$ cat src/hw/rtl/ackchk_pkg.sv
`default_nettype none

package ackchk_pkg;

  // Largest answer length kept; longer requests saturate here.
  localparam logic [8:0] MAX_ANSWER_BYTES = 9'd258;

  localparam logic [7:0] ACK_NORMAL  = 8'h5A;
  localparam logic [7:0] ACK_SPECIAL = 8'hA5;
  localparam logic [7:0] OP_INIT     = 8'hA8;
  localparam logic [7:0] OP_QUIT     = 8'h6A;

  localparam logic [3:0] RETRY_LIMIT_RESET = 4'd2;
  localparam logic [7:0] DELAY_LIMIT_RESET = 8'd16;

  typedef enum logic [1:0] {
    REG_RETRY_LIMIT = 2'd0,
    REG_DELAY_LIMIT = 2'd1
  } reg_index_t;

  typedef enum logic [1:0] {
    KIND_START   = 2'd0,
    KIND_BYTE    = 2'd1,
    KIND_TIMEOUT = 2'd2,
    KIND_LINK    = 2'd3
  } kind_t;

  typedef enum logic [2:0] {
    EV_BYTE    = 3'd0,
    EV_OK      = 3'd1,
    EV_RETRY   = 3'd2,
    EV_PROTO   = 3'd3,
    EV_TIMEOUT = 3'd4,
    EV_LINK    = 3'd5
  } event_t;

  typedef enum logic [1:0] {
    PH_IDLE = 2'd0,
    PH_ACK  = 2'd1,
    PH_DATA = 2'd2
  } phase_t;

endpackage

`default_nettype wire

$ cat src/hw/rtl/ack_checksum_response_checker_top.sv
`default_nettype none

// Host-side response checker for a command/response serial link. Each request
// on the slave stream is a start (opcode, answer length, checksum width), a
// received byte, a receive timeout or a link error, selected by s_axis_tuser.
// After a start the block expects one acknowledge byte (0xA5 for the init and
// quit opcodes, 0x5A otherwise), then forwards every answer byte with its
// position and checks an additive 8-bit sum, or a 16-bit little-endian sum
// against the last two bytes. The last answer byte carries the verdict instead
// of a plain byte event. A bad ack, bad checksum or timeout reports a retry,
// bumps the attempt count and grows the pacing delay up to delay_limit; once
// retry_limit retries are used it reports failure. A link error fails at once.
// Rate: one request per clock cycle. Each request is decoded in a single pass
// and its result, if any, appears on the master stream in the cycle after it is
// accepted, held in one output register; s_axis_tready drops only while that
// register holds a result the sink has not taken. Requests that produce no
// result (starts, traffic while idle, accepted ack bytes ahead of answer data) are still consumed.
// The configuration port is always ready and should be written while idle.
module ack_checksum_response_checker_top
  import ackchk_pkg::*;
(
  input  wire logic        clk,
  input  wire logic        rst,
  // configuration write
  input  wire logic        cfg_valid,
  output logic             cfg_ready,
  input  wire logic [1:0]  cfg_index,
  input  wire logic [7:0]  cfg_data,
  // requests
  input  wire logic        s_axis_tvalid,
  output logic             s_axis_tready,
  // [7:0] cmd_opcode, [16:8] answer_len, [17] crc_two, [25:18] rx_byte, rest zero
  input  wire logic [31:0] s_axis_tdata,
  // [1:0] kind
  input  wire logic [1:0]  s_axis_tuser,
  // results
  output logic             m_axis_tvalid,
  input  wire logic        m_axis_tready,
  // [7:0] byte_value, [16:8] byte_index, [24:17] pace_delay, [28:25] attempts_used
  output logic [31:0]      m_axis_tdata,
  // [2:0] event_res
  output logic [2:0]       m_axis_tuser
);

  // Configuration registers.
  logic [3:0] retry_limit;
  logic [7:0] delay_limit;

  // Transfer state.
  phase_t      phase, phase_next;
  logic        expect_nak, expect_nak_next;
  logic        wide_sum, wide_sum_next;
  logic [8:0]  answer_total, answer_total_next;
  logic [8:0]  byte_count, byte_count_next;
  logic [15:0] running_sum, running_sum_next;
  logic [15:0] received_check, received_check_next;
  logic [3:0]  retries_done, retries_done_next;
  logic [7:0]  delay_count, delay_count_next;

  // Result register.
  logic        out_valid;
  event_t      out_event;
  logic [7:0]  out_value;
  logic [8:0]  out_index;
  logic [7:0]  out_delay;
  logic [3:0]  out_attempts;

  // Request fields.
  kind_t       in_kind;
  logic [7:0]  in_opcode;
  logic [8:0]  in_len;
  logic        in_crc_two;
  logic [7:0]  in_byte;
  logic        s_fire;

  // Decode results.
  logic        have;
  event_t      ev;
  logic [7:0]  res_value;
  logic [8:0]  res_index;
  logic        verdict_bad;
  event_t      bad_code;
  logic        busy;
  logic [7:0]  ack_want;
  logic [9:0]  check_pos;
  logic [8:0]  count_inc;
  logic        sum_ok;

  assign in_kind    = kind_t'(s_axis_tuser);
  assign in_opcode  = s_axis_tdata[7:0];
  assign in_len     = s_axis_tdata[16:8];
  assign in_crc_two = s_axis_tdata[17];
  assign in_byte    = s_axis_tdata[25:18];

  // Take a new request whenever the result register is free or being drained.
  assign s_axis_tready = !out_valid || m_axis_tready;
  assign s_fire        = s_axis_tvalid && s_axis_tready;
  assign cfg_ready     = 1'b1;

  assign m_axis_tvalid = out_valid;
  assign m_axis_tuser  = out_event;
  assign m_axis_tdata  = {3'b000, out_attempts, out_delay, out_index, out_value};

  assign busy      = (phase == PH_ACK) || (phase == PH_DATA);
  assign ack_want  = expect_nak ? ACK_SPECIAL : ACK_NORMAL;
  // Check bytes start at answer_total minus the checksum size.
  assign check_pos = {1'b0, byte_count} + (wide_sum ? 10'd2 : 10'd1);
  assign count_inc = byte_count + 9'd1;

  always_ff @(posedge clk) begin
    if (rst) begin
      retry_limit <= RETRY_LIMIT_RESET;
      delay_limit <= DELAY_LIMIT_RESET;
    end else if (cfg_valid && cfg_ready) begin
      case (reg_index_t'(cfg_index))
        REG_RETRY_LIMIT: retry_limit <= cfg_data[3:0];
        REG_DELAY_LIMIT: delay_limit <= cfg_data;
        default: ;
      endcase
    end
  end

  always_comb begin
    phase_next          = phase;
    expect_nak_next     = expect_nak;
    wide_sum_next       = wide_sum;
    answer_total_next   = answer_total;
    byte_count_next     = byte_count;
    running_sum_next    = running_sum;
    received_check_next = received_check;
    retries_done_next   = retries_done;
    delay_count_next    = delay_count;
    have        = 1'b0;
    ev          = EV_BYTE;
    res_value   = 8'd0;
    res_index   = 9'd0;
    verdict_bad = 1'b0;
    bad_code    = EV_PROTO;
    sum_ok      = 1'b0;

    if (in_kind == KIND_START) begin
      // A start drops any running transfer.
      expect_nak_next     = (in_opcode == OP_INIT) || (in_opcode == OP_QUIT);
      wide_sum_next       = in_crc_two;
      answer_total_next   = (in_len > MAX_ANSWER_BYTES) ? MAX_ANSWER_BYTES : in_len;
      retries_done_next   = 4'd0;
      byte_count_next     = 9'd0;
      running_sum_next    = 16'd0;
      received_check_next = 16'd0;
      phase_next          = PH_ACK;
    end else if (busy) begin
      case (in_kind)
        KIND_LINK: begin
          phase_next = PH_IDLE;
          have       = 1'b1;
          ev         = EV_LINK;
        end
        KIND_TIMEOUT: begin
          have        = 1'b1;
          verdict_bad = 1'b1;
          bad_code    = EV_TIMEOUT;
        end
        default: begin
          if (phase == PH_ACK) begin
            if (in_byte != ack_want) begin
              have        = 1'b1;
              verdict_bad = 1'b1;
            end else if (answer_total == 9'd0) begin
              phase_next = PH_IDLE;
              have       = 1'b1;
              ev         = EV_OK;
            end else begin
              phase_next = PH_DATA;
            end
          end else begin
            res_index = byte_count;
            res_value = in_byte;
            if (check_pos >= {1'b0, answer_total}) begin
              // Check bytes shift in from the top, low byte first.
              received_check_next = wide_sum ? {in_byte, received_check[15:8]}
                                             : {8'h00, in_byte};
            end else begin
              running_sum_next = running_sum + {8'h00, in_byte};
            end
            byte_count_next = count_inc;
            have            = 1'b1;
            if (count_inc >= answer_total) begin
              sum_ok = wide_sum ? (running_sum_next == received_check_next)
                                : (running_sum_next[7:0] == received_check_next[7:0]);
              if (sum_ok) begin
                phase_next = PH_IDLE;
                ev         = EV_OK;
              end else begin
                verdict_bad = 1'b1;
              end
            end
          end
        end
      endcase
    end

    if (verdict_bad) begin
      if (retries_done >= retry_limit) begin
        phase_next = PH_IDLE;
        ev         = bad_code;
      end else begin
        // Retry: count it, slow down, and wait for a fresh ack.
        retries_done_next   = retries_done + 4'd1;
        delay_count_next    = (delay_count < delay_limit) ? delay_count + 8'd1 : delay_count;
        phase_next          = PH_ACK;
        byte_count_next     = 9'd0;
        running_sum_next    = 16'd0;
        received_check_next = 16'd0;
        ev                  = EV_RETRY;
      end
    end
  end

  always_ff @(posedge clk) begin
    if (rst) begin
      phase          <= PH_IDLE;
      expect_nak     <= 1'b0;
      wide_sum       <= 1'b0;
      answer_total   <= 9'd0;
      byte_count     <= 9'd0;
      running_sum    <= 16'd0;
      received_check <= 16'd0;
      retries_done   <= 4'd0;
      delay_count    <= 8'd0;
    end else if (s_fire) begin
      phase          <= phase_next;
      expect_nak     <= expect_nak_next;
      wide_sum       <= wide_sum_next;
      answer_total   <= answer_total_next;
      byte_count     <= byte_count_next;
      running_sum    <= running_sum_next;
      received_check <= received_check_next;
      retries_done   <= retries_done_next;
      delay_count    <= delay_count_next;
    end
  end

  // Result register: load on a request that yields a result, drop when taken.
  always_ff @(posedge clk) begin
    if (rst) begin
      out_valid <= 1'b0;
    end else if (s_fire && have) begin
      out_valid <= 1'b1;
    end else if (m_axis_tready) begin
      out_valid <= 1'b0;
    end
  end

  always_ff @(posedge clk) begin
    if (s_fire && have) begin
      out_event    <= ev;
      out_value    <= res_value;
      out_index    <= res_index;
      out_delay    <= delay_count_next;
      out_attempts <= retries_done_next;
    end
  end

  // A start always arms the ack phase.
  assert property (@(posedge clk) disable iff (rst)
    s_fire && (in_kind == KIND_START) |=> phase == PH_ACK)
    else $error("start request did not enter the ack phase");

  // A link error during a transfer reports link fail on the next cycle.
  assert property (@(posedge clk) disable iff (rst)
    s_fire && (in_kind == KIND_LINK) && ((phase == PH_ACK) || (phase == PH_DATA))
    |=> m_axis_tvalid && (m_axis_tuser == EV_LINK) && (phase == PH_IDLE))
    else $error("link error not reported as link fail");

  // The pacing delay only grows outside reset.
  assert property (@(posedge clk) disable iff (rst)
    !$past(rst) |-> delay_count >= $past(delay_count))
    else $error("pacing delay decreased");

  // The byte position never passes the answer length.
  assert property (@(posedge clk) disable iff (rst)
    byte_count <= answer_total)
    else $error("byte count ran past the answer length");

endmodule

`default_nettype wire
$ cat config.mk
export PLATFORM = sky130hd
export DESIGN_NAME = ack_checksum_response_checker_top
export DESIGN_NICKNAME = d
export VERILOG_FILES = /design/src/hw/rtl/ackchk_pkg.sv /design/src/hw/rtl/ack_checksum_response_checker_top.sv
export SDC_FILE = /design/constraint.sdc
export NUM_CORES = 1
export LEC_CHECK = 0
export BUFFER_PORTS_ARGS = -buffer_cell sky130_fd_sc_hd__buf_2
export CAP_MARGIN = 40
export CORE_MARGIN = 2
export CORE_UTILIZATION = 61
export CTS_BUF_LIST = sky130_fd_sc_hd__clkbuf_2
export DETAILED_ROUTE_END_ITERATION = 8
export PLACE_DENSITY = 0.81
export REMOVE_ABC_BUFFERS = 1
export SLEW_MARGIN = 20
export SYNTH_ARGS = -nofsm -noshare
export SYNTH_HDL_FRONTEND = slang
export SYNTH_SLANG_ARGS = --single-unit
$ cat constraint.sdc
create_clock -name clk -period 5.85 [get_ports clk]
set_input_delay 0.585 -clock clk [delete_from_list [all_inputs] [get_ports clk]]
set_output_delay 0.585 -clock clk [all_outputs]
set_load 0.005 [all_outputs]
; ---- After elaboration in Yosys (flattened, before gate mapping)
; Cells that the tools add are included.
[word_totals]
ff_bits = 111
[op_classes]
n_addsub = 5
n_lt_le_gt_ge = 5
n_eq_ne = 12
n_mux = 77
bitwise_logic = 1
reduce_logical = 19
[op_table]
columns = operator, n
row1 = 16-bit 2-to-1 mux, 23
row2 = 9-bit 2-to-1 mux, 7
row3 = 8-bit 2-to-1 mux, 4
row4 = 3-bit 2-to-1 mux, 8
row5 = 1-bit 2-to-1 mux, 20
row6 = 2-bit 2-to-1 mux, 9
row7 = 16-bit by 8-bit adder with 16-bit output, 1
row8 = 16-bit == test, 1
row9 = 4-bit 2-to-1 mux, 3
row10 = 9-bit by 2-bit adder with 10-bit output, 1
row11 = 10-bit by 9-bit >= comparator with 1-bit output, 1
row12 = 5-bit nonzero test, 2
row13 = 9-bit by 1-bit adder with 9-bit output (second input constant), 1
row14 = 9-bit >= comparator, 1
row15 = 9-bit > comparator (second input constant), 1
row16 = 9-bit zero test, 1
row17 = 8-bit by 1-bit adder with 8-bit output (second input constant), 1
row18 = 8-bit by 7-bit == test with 1-bit output (second input constant), 1
row19 = 8-bit == test, 1
row20 = 8-bit == test (second input constant), 1
row21 = 8-bit < comparator, 1
row22 = 8-bit inequality test, 1
row23 = 2-bit == test (second input constant), 3
row24 = 3-bit case mux with 2 select lines, 1
row25 = other kinds (18), 25

; ---- Longest topological paths before layout
[logic_depth]
ltp_word = 18
ltp_mapped = 24

; ---- Worst setup path before layout
; OpenSTA, ideal clock, no wires.
[synth_path]
path_type = register -> register
start = reg wide_sum
end = reg delay_count[6]
setup_time_ns = 0.121
arrival_ns = 5.212
t_required_ns = 5.729
setup_slack_ns = 0.517
stages_incl_launch_ff = 22
synth_period_minus_slack_ns = 5.333
cell_sequence = dfxtp_1 clkbuf_1 clkbuf_1 clkbuf_1 inv_1 fa_1 nor3_1 nand3_1 xnor2_1 ha_1 a221o_1 a21o_4 buf_4 buf_2 nor3b_1 nor4_1 mux2_2 a311oi_2 or2_1 buf_2 nor4bb_1 mux2_2
[synth_between]
elab_chain_len = 17
elab_cells_between_ends = 24
classes_between = 1 x add/sub / 1 x order compare / 2 x eq/ne / 20 x mux
[synth_rtl]
columns = element, line_no
row1 = "start, declared", ack_checksum_response_checker_top.sv:52  ; logic wide_sum, wide_sum_next;
row2 = "start signal, assigned", ack_checksum_response_checker_top.sv:233  ; wide_sum <= wide_sum_next;
row3 = 2-bit 2-to-1 mux, ack_checksum_response_checker_top.sv:107  ; assign check_pos = {1'b0, byte_count} + (wide_sum ? 10'd2 : 10'd1);
row4 = 9-bit by 2-bit adder with 10-bit output, ack_checksum_response_checker_top.sv:107
row5 = 10-bit by 9-bit >= comparator with 1-bit output, ack_checksum_response_checker_top.sv:178  ; if (check_pos >= {1'b0, answer_total}) begin
row6 = 16-bit 2-to-1 mux, ack_checksum_response_checker_top.sv:178
row7 = 16-bit 2-to-1 mux, ack_checksum_response_checker_top.sv:164  ; if (phase == PH_ACK) begin
row8 = 16-bit 2-to-1 mux, ack_checksum_response_checker_top.sv:152  ; case (in_kind)
row9 = 16-bit 2-to-1 mux, ack_checksum_response_checker_top.sv:151  ; end else if (busy) begin
row10 = 16-bit 2-to-1 mux, ack_checksum_response_checker_top.sv:141  ; if (in_kind == KIND_START) begin
row11 = 16-bit == test or 8-bit == test (tied branches), "ack_checksum_response_checker_top.sv:188, ack_checksum_response_checker_top.sv:189"
row12 = 1-bit 2-to-1 mux (*), ack_checksum_response_checker_top.sv:188  ; sum_ok = wide_sum ? (running_sum_next == received_check_next)
row13 = 1-bit 2-to-1 mux (*), ack_checksum_response_checker_top.sv:190  ; if (sum_ok) begin
row14 = 1-bit 2-to-1 mux (*), ack_checksum_response_checker_top.sv:187  ; if (count_inc >= answer_total) begin
row15 = 1-bit 2-to-1 mux (*), ack_checksum_response_checker_top.sv:164
row16 = 1-bit case mux with 2 select lines (*), ack_checksum_response_checker_top.sv:152
row17 = 1-bit 2-to-1 mux (*), ack_checksum_response_checker_top.sv:151
row18 = 1-bit 2-to-1 mux (*), ack_checksum_response_checker_top.sv:141
row19 = 8-bit 2-to-1 mux (*), ack_checksum_response_checker_top.sv:202  ; if (verdict_bad) begin
row20 = "end signal, assigned", ack_checksum_response_checker_top.sv:239  ; delay_count <= delay_count_next;
row21 = "end, declared", ack_checksum_response_checker_top.sv:58  ; logic [7:0] delay_count, delay_count_next;
; Mark *: on every way between the ends. The rest lies on a longest branch, timed or not. The select of a mux whose other input is x is not followed.
; A chain may end at the register's enable or synchronous reset.

; ---- Worst setup path after layout
[layout_path]
start = reg byte_count[0]
end = reg running_sum[4]
[layout_between]
elab_chain_len = 16
elab_cells_between_ends = 29
classes_between = 2 x add/sub / 2 x order compare / 2 x eq/ne / 23 x mux
[layout_rtl]
columns = element, line_no
row1 = "start, declared", ack_checksum_response_checker_top.sv:54  ; logic [8:0] byte_count, byte_count_next;
row2 = "start signal, assigned", ack_checksum_response_checker_top.sv:235  ; byte_count <= byte_count_next;
row3 = 9-bit by 2-bit adder with 10-bit output, ack_checksum_response_checker_top.sv:107
row4 = 10-bit by 9-bit >= comparator with 1-bit output, ack_checksum_response_checker_top.sv:178
row5 = 16-bit 2-to-1 mux, ack_checksum_response_checker_top.sv:178
row6 = 16-bit 2-to-1 mux, ack_checksum_response_checker_top.sv:164
row7 = 16-bit 2-to-1 mux, ack_checksum_response_checker_top.sv:152
row8 = 16-bit 2-to-1 mux, ack_checksum_response_checker_top.sv:151
row9 = 16-bit 2-to-1 mux, ack_checksum_response_checker_top.sv:141
row10 = 16-bit == test or 8-bit == test (tied branches), "ack_checksum_response_checker_top.sv:188, ack_checksum_response_checker_top.sv:189"
row11 = 1-bit 2-to-1 mux, ack_checksum_response_checker_top.sv:188
row12 = 1-bit 2-to-1 mux, ack_checksum_response_checker_top.sv:190
row13 = 1-bit 2-to-1 mux, ack_checksum_response_checker_top.sv:187
row14 = 1-bit 2-to-1 mux, ack_checksum_response_checker_top.sv:164
row15 = 1-bit case mux with 2 select lines, ack_checksum_response_checker_top.sv:152
row16 = 1-bit 2-to-1 mux, ack_checksum_response_checker_top.sv:151
row17 = 1-bit 2-to-1 mux, ack_checksum_response_checker_top.sv:141
row18 = 16-bit 2-to-1 mux (*), ack_checksum_response_checker_top.sv:202
row19 = "end signal, assigned", ack_checksum_response_checker_top.sv:236  ; running_sum <= running_sum_next;
row20 = "end, declared", ack_checksum_response_checker_top.sv:55  ; logic [15:0] running_sum, running_sum_next;
; Marked as above.

==> flow_summary.ini <==
[clock_network]
clkTransAtPathRegs_ns = 0.30
ctsResizeCount = 0
cts_tree = done
cts.sinks = 111
postCtsSetupBuffers = 0
clk_path_buf_depth = 2
clk_latency_ns = 0.65
cts_hold_buffers = 0
h-tree-depth = 3
root_buffer = clkbuf_2
cts_buffers = 9

[routing]
routedLengthMet1_mm = 7.17
postRouteWirelength_mm = 16.2
drc = 0
routed.top_layer = met4
wl_met3_um = 838
dr.pass1.iters = 5
num_vias = 5896
via_per_inst = 6.11
wl_per_cell_um = 16.8
drtIter0Drc = 490
postRouteAntennaNets = 0
routed-wl-met2_mm = 7.77

[global_route]
overflow = 0
grt_first_pass_wirelength_mm = 27.0
antenna_found_initial = 0
grtUsageTotal_pct = 26.7
grt_pass1_vias = 5680
grt_max_degree = 55

[placed_design]
numPortBuffers = 76
dp.cells = 948
pre_cts_ws_ns = 0.527
place_area_mm2 = 0.00737
dp_hpwl_mm = 12.0
gp_congestion = 0.906

[logic_synthesis]
synth_top_area_share_pct = 22.7
yosysTopAreaCell = dfxtp_1
ys_seq_area_share_pct = 36.5
avgSynthCellArea_um2 = 9.10
dominantRegCellSynth = dfxtp_1
synth_edf_count = 32
yosysWarnings = 0
syn_area_mm2 = 0.00697
syn_inst = 766
synthTopCellsByArea = dfxtp_1 (23%), edfxtp_1 (14%), ha_1 (7.7%)
synth_cell_types = 72
synth_seq_cells = 111
async_reset_ff_share_pct = 0

[die]
fp.dieW_um = 111
start_util_pct = 61.8
coreArea_mm2 = 0.0113
die_height_um = 111
rows = 39
die_area_mm2 = 0.0123
num_io_pins = 87

[power]
cellPowerDensity_mw_per_mm2 = 184
leakage_nw = 3.16
vdd_drop_max_uv = 95.9
power_mw = 1.38

[sta]
relSlewSlack_pct = 42.6
hold_slack_ns = 0.141
period_minus_slack_ns = 5.43
period_share_pct = 92.7
worst_slew_pin_slew_ns = 0.858
skew_ns = 0.0329
fin_ws_ns = 0.425
fmax_ghz = 0.184
rsz0062_at_grt = false
slew_viol_final = 0
setup_viol = 0
hold_viol = 0
tns_ns = 0

[worst_setup_path]
setup.worst_path.class = register to register
required_ns = 6.44
r2r_setup_slack_ns = 0.42
critPathCaptureType = register
path_cells = ha_1, inv_1, fa_1, nor3_1, nand3_1, xnor2_1, ha_1, a221o_1, a21o_4, nor3_1, xnor3_1, nor4_4, a311oi_2, o21a_1, o41ai_4, a22o_1
cp.arrival_ns = 6.02
timing.rr.start = byte_count[0]
slowest_delay_ns = 0.71
r2r-end = running_sum[4]
worstPathMaxFanout = 23
critPathSlowestCell = o41ai_4
rr_worst_depth = 16
worstSetupStartpointType = register

[min_path]
min_from = s_axis_tdata[5]
hold_class = input pin to register
min_path_cells = 3
whs_endpoint = expect_nak

[job]
maxCapViolCount = 0

[final_layout]
area_delta_synth_final_pct = 7.43
final_util_pct = 66.4
antenna_cells = 0
final_nets = 911
finalNonFillerCells = 965
layout-drive-gt1-share_pct = 14.5
design_area_mm2 = 0.00749

[status]
status = completed
-- critical path, delay by kind of cell (launching register included) --
| family | cells | cell delay [ns] |
|---|---|---|
| AOI/OAI and AO/OA | 6 | 2.23 |
| buffers and inverters | 1 | 0.06 |
| adders and majority gates | 3 | 0.95 |
| xor gates and xnor gates | 2 | 0.47 |
| and+or+nand+nor | 4 | 1.15 |
| DFF | 1 | 0.50 |
-- cells in the mapped netlist (16+ instances only) --
| cell type | number |
|---|---|
| and2_1 | 23 |
| a22o_1 | 16 |
| a21o_1 | 20 |
| dfxtp_1 | 79 |
| nand3_1 | 22 |
| clkbuf_1 | 25 |
| edfxtp_1 | 32 |
| inv_1 | 36 |
| nor2_1 | 57 |
| xor2_1 | 22 |
| nand2_1 | 64 |
| a21oi_1 | 47 |
| ha_1 | 43 |
| o21ai_0 | 17 |
| mux2i_1 | 28 |
| xnor2_1 | 33 |
-- power by group --
group          switching (mW)  internal (mW)  total, mW  leakage, nW
registers             0.00628          0.804      0.811        0.931
clock network           0.258          0.102      0.361       0.0712
logic                   0.128         0.0768      0.205         2.15
total                   0.393          0.983       1.38         3.16
-- flip-flops by register name, indices dropped and copies added (netlist names) --
| signal | flops |
|---|---|
| phase | 2 |
| byte_count | 9 |
| wide_sum | 1 |
| received_check | 16 |
| retries_done | 4 |
| delay_count | 8 |
| out_attempts | 4 |
| out_delay | 8 |
| m_axis_tuser | 3 |
| out_index | 9 |
| answer_total | 9 |
| running_sum | 16 |
| retry_limit | 4 |
| out_value | 8 |
| m_axis_tvalid | 1 |
| expect_nak | 1 |
| delay_limit | 8 |
-- per-layer routing --
metal  GRT usage (%)  vias up
met3            3.72       32
met2            44.3      194
met4            11.8        0
li1                -     2852
met1            34.8     2818
met5               0        -
-- worst max-delay path by stage --
stage	start	slack [ns]	end
after floorplan	wide_sum	0.60	out_attempts[3]
after global placement	wide_sum	0.66	running_sum[6]
after detailed placement	byte_count[0]	0.53	running_sum[0]
after CTS	byte_count[0]	0.46	running_sum[4]
after global routing	byte_count[0]	0.08	running_sum[4]
final	byte_count[0]	0.42	running_sum[4]
-- cells in the final DEF (no fill, tap or decap), types with 11 or more instances in the layout --
| master | instances |
|---|---|
| and3_1 | 11 |
| xor2_1 | 22 |
| ha_1 | 43 |
| edfxtp_1 | 32 |
| dfxtp_1 | 79 |
| inv_1 | 36 |
| a21o_1 | 20 |
| a22o_1 | 16 |
| clkbuf_2 | 12 |
| nand3_1 | 22 |
| nand2_1 | 64 |
| a21oi_1 | 47 |
| o21ai_0 | 17 |
| xnor2_1 | 33 |
| and2_1 | 23 |
| nand2b_1 | 15 |
| mux2i_1 | 28 |
| nor3_1 | 12 |
| buf_2 | 76 |
| nor2_1 | 57 |
| a31oi_1 | 13 |
-- logic make-up after synthesis --
family	after synthesis	share of synthesized area (%)
buffers and inverters	83	5.14
adders and majority gates	45	8.30
DFF	111	36.5
muxes	37	5.48
xor gates and xnor gates	57	7.56
and+or+nand+nor	261	19.7
AOI/OAI and AO/OA	170	17.2
other	2	0.108
-- cell type report --
class,count,area [um2]
Sequential cell,111,2540
Multi-Input combinational cell,574,4080
Timing Repair Buffer,85,448
Fill cell,918,3790
Clock inverter,4,46.3
Clock buffer,12,60.1
Inverter,36,135
Tap cell,143,179
Note: power is estimated with default switching activity, not from simulation.
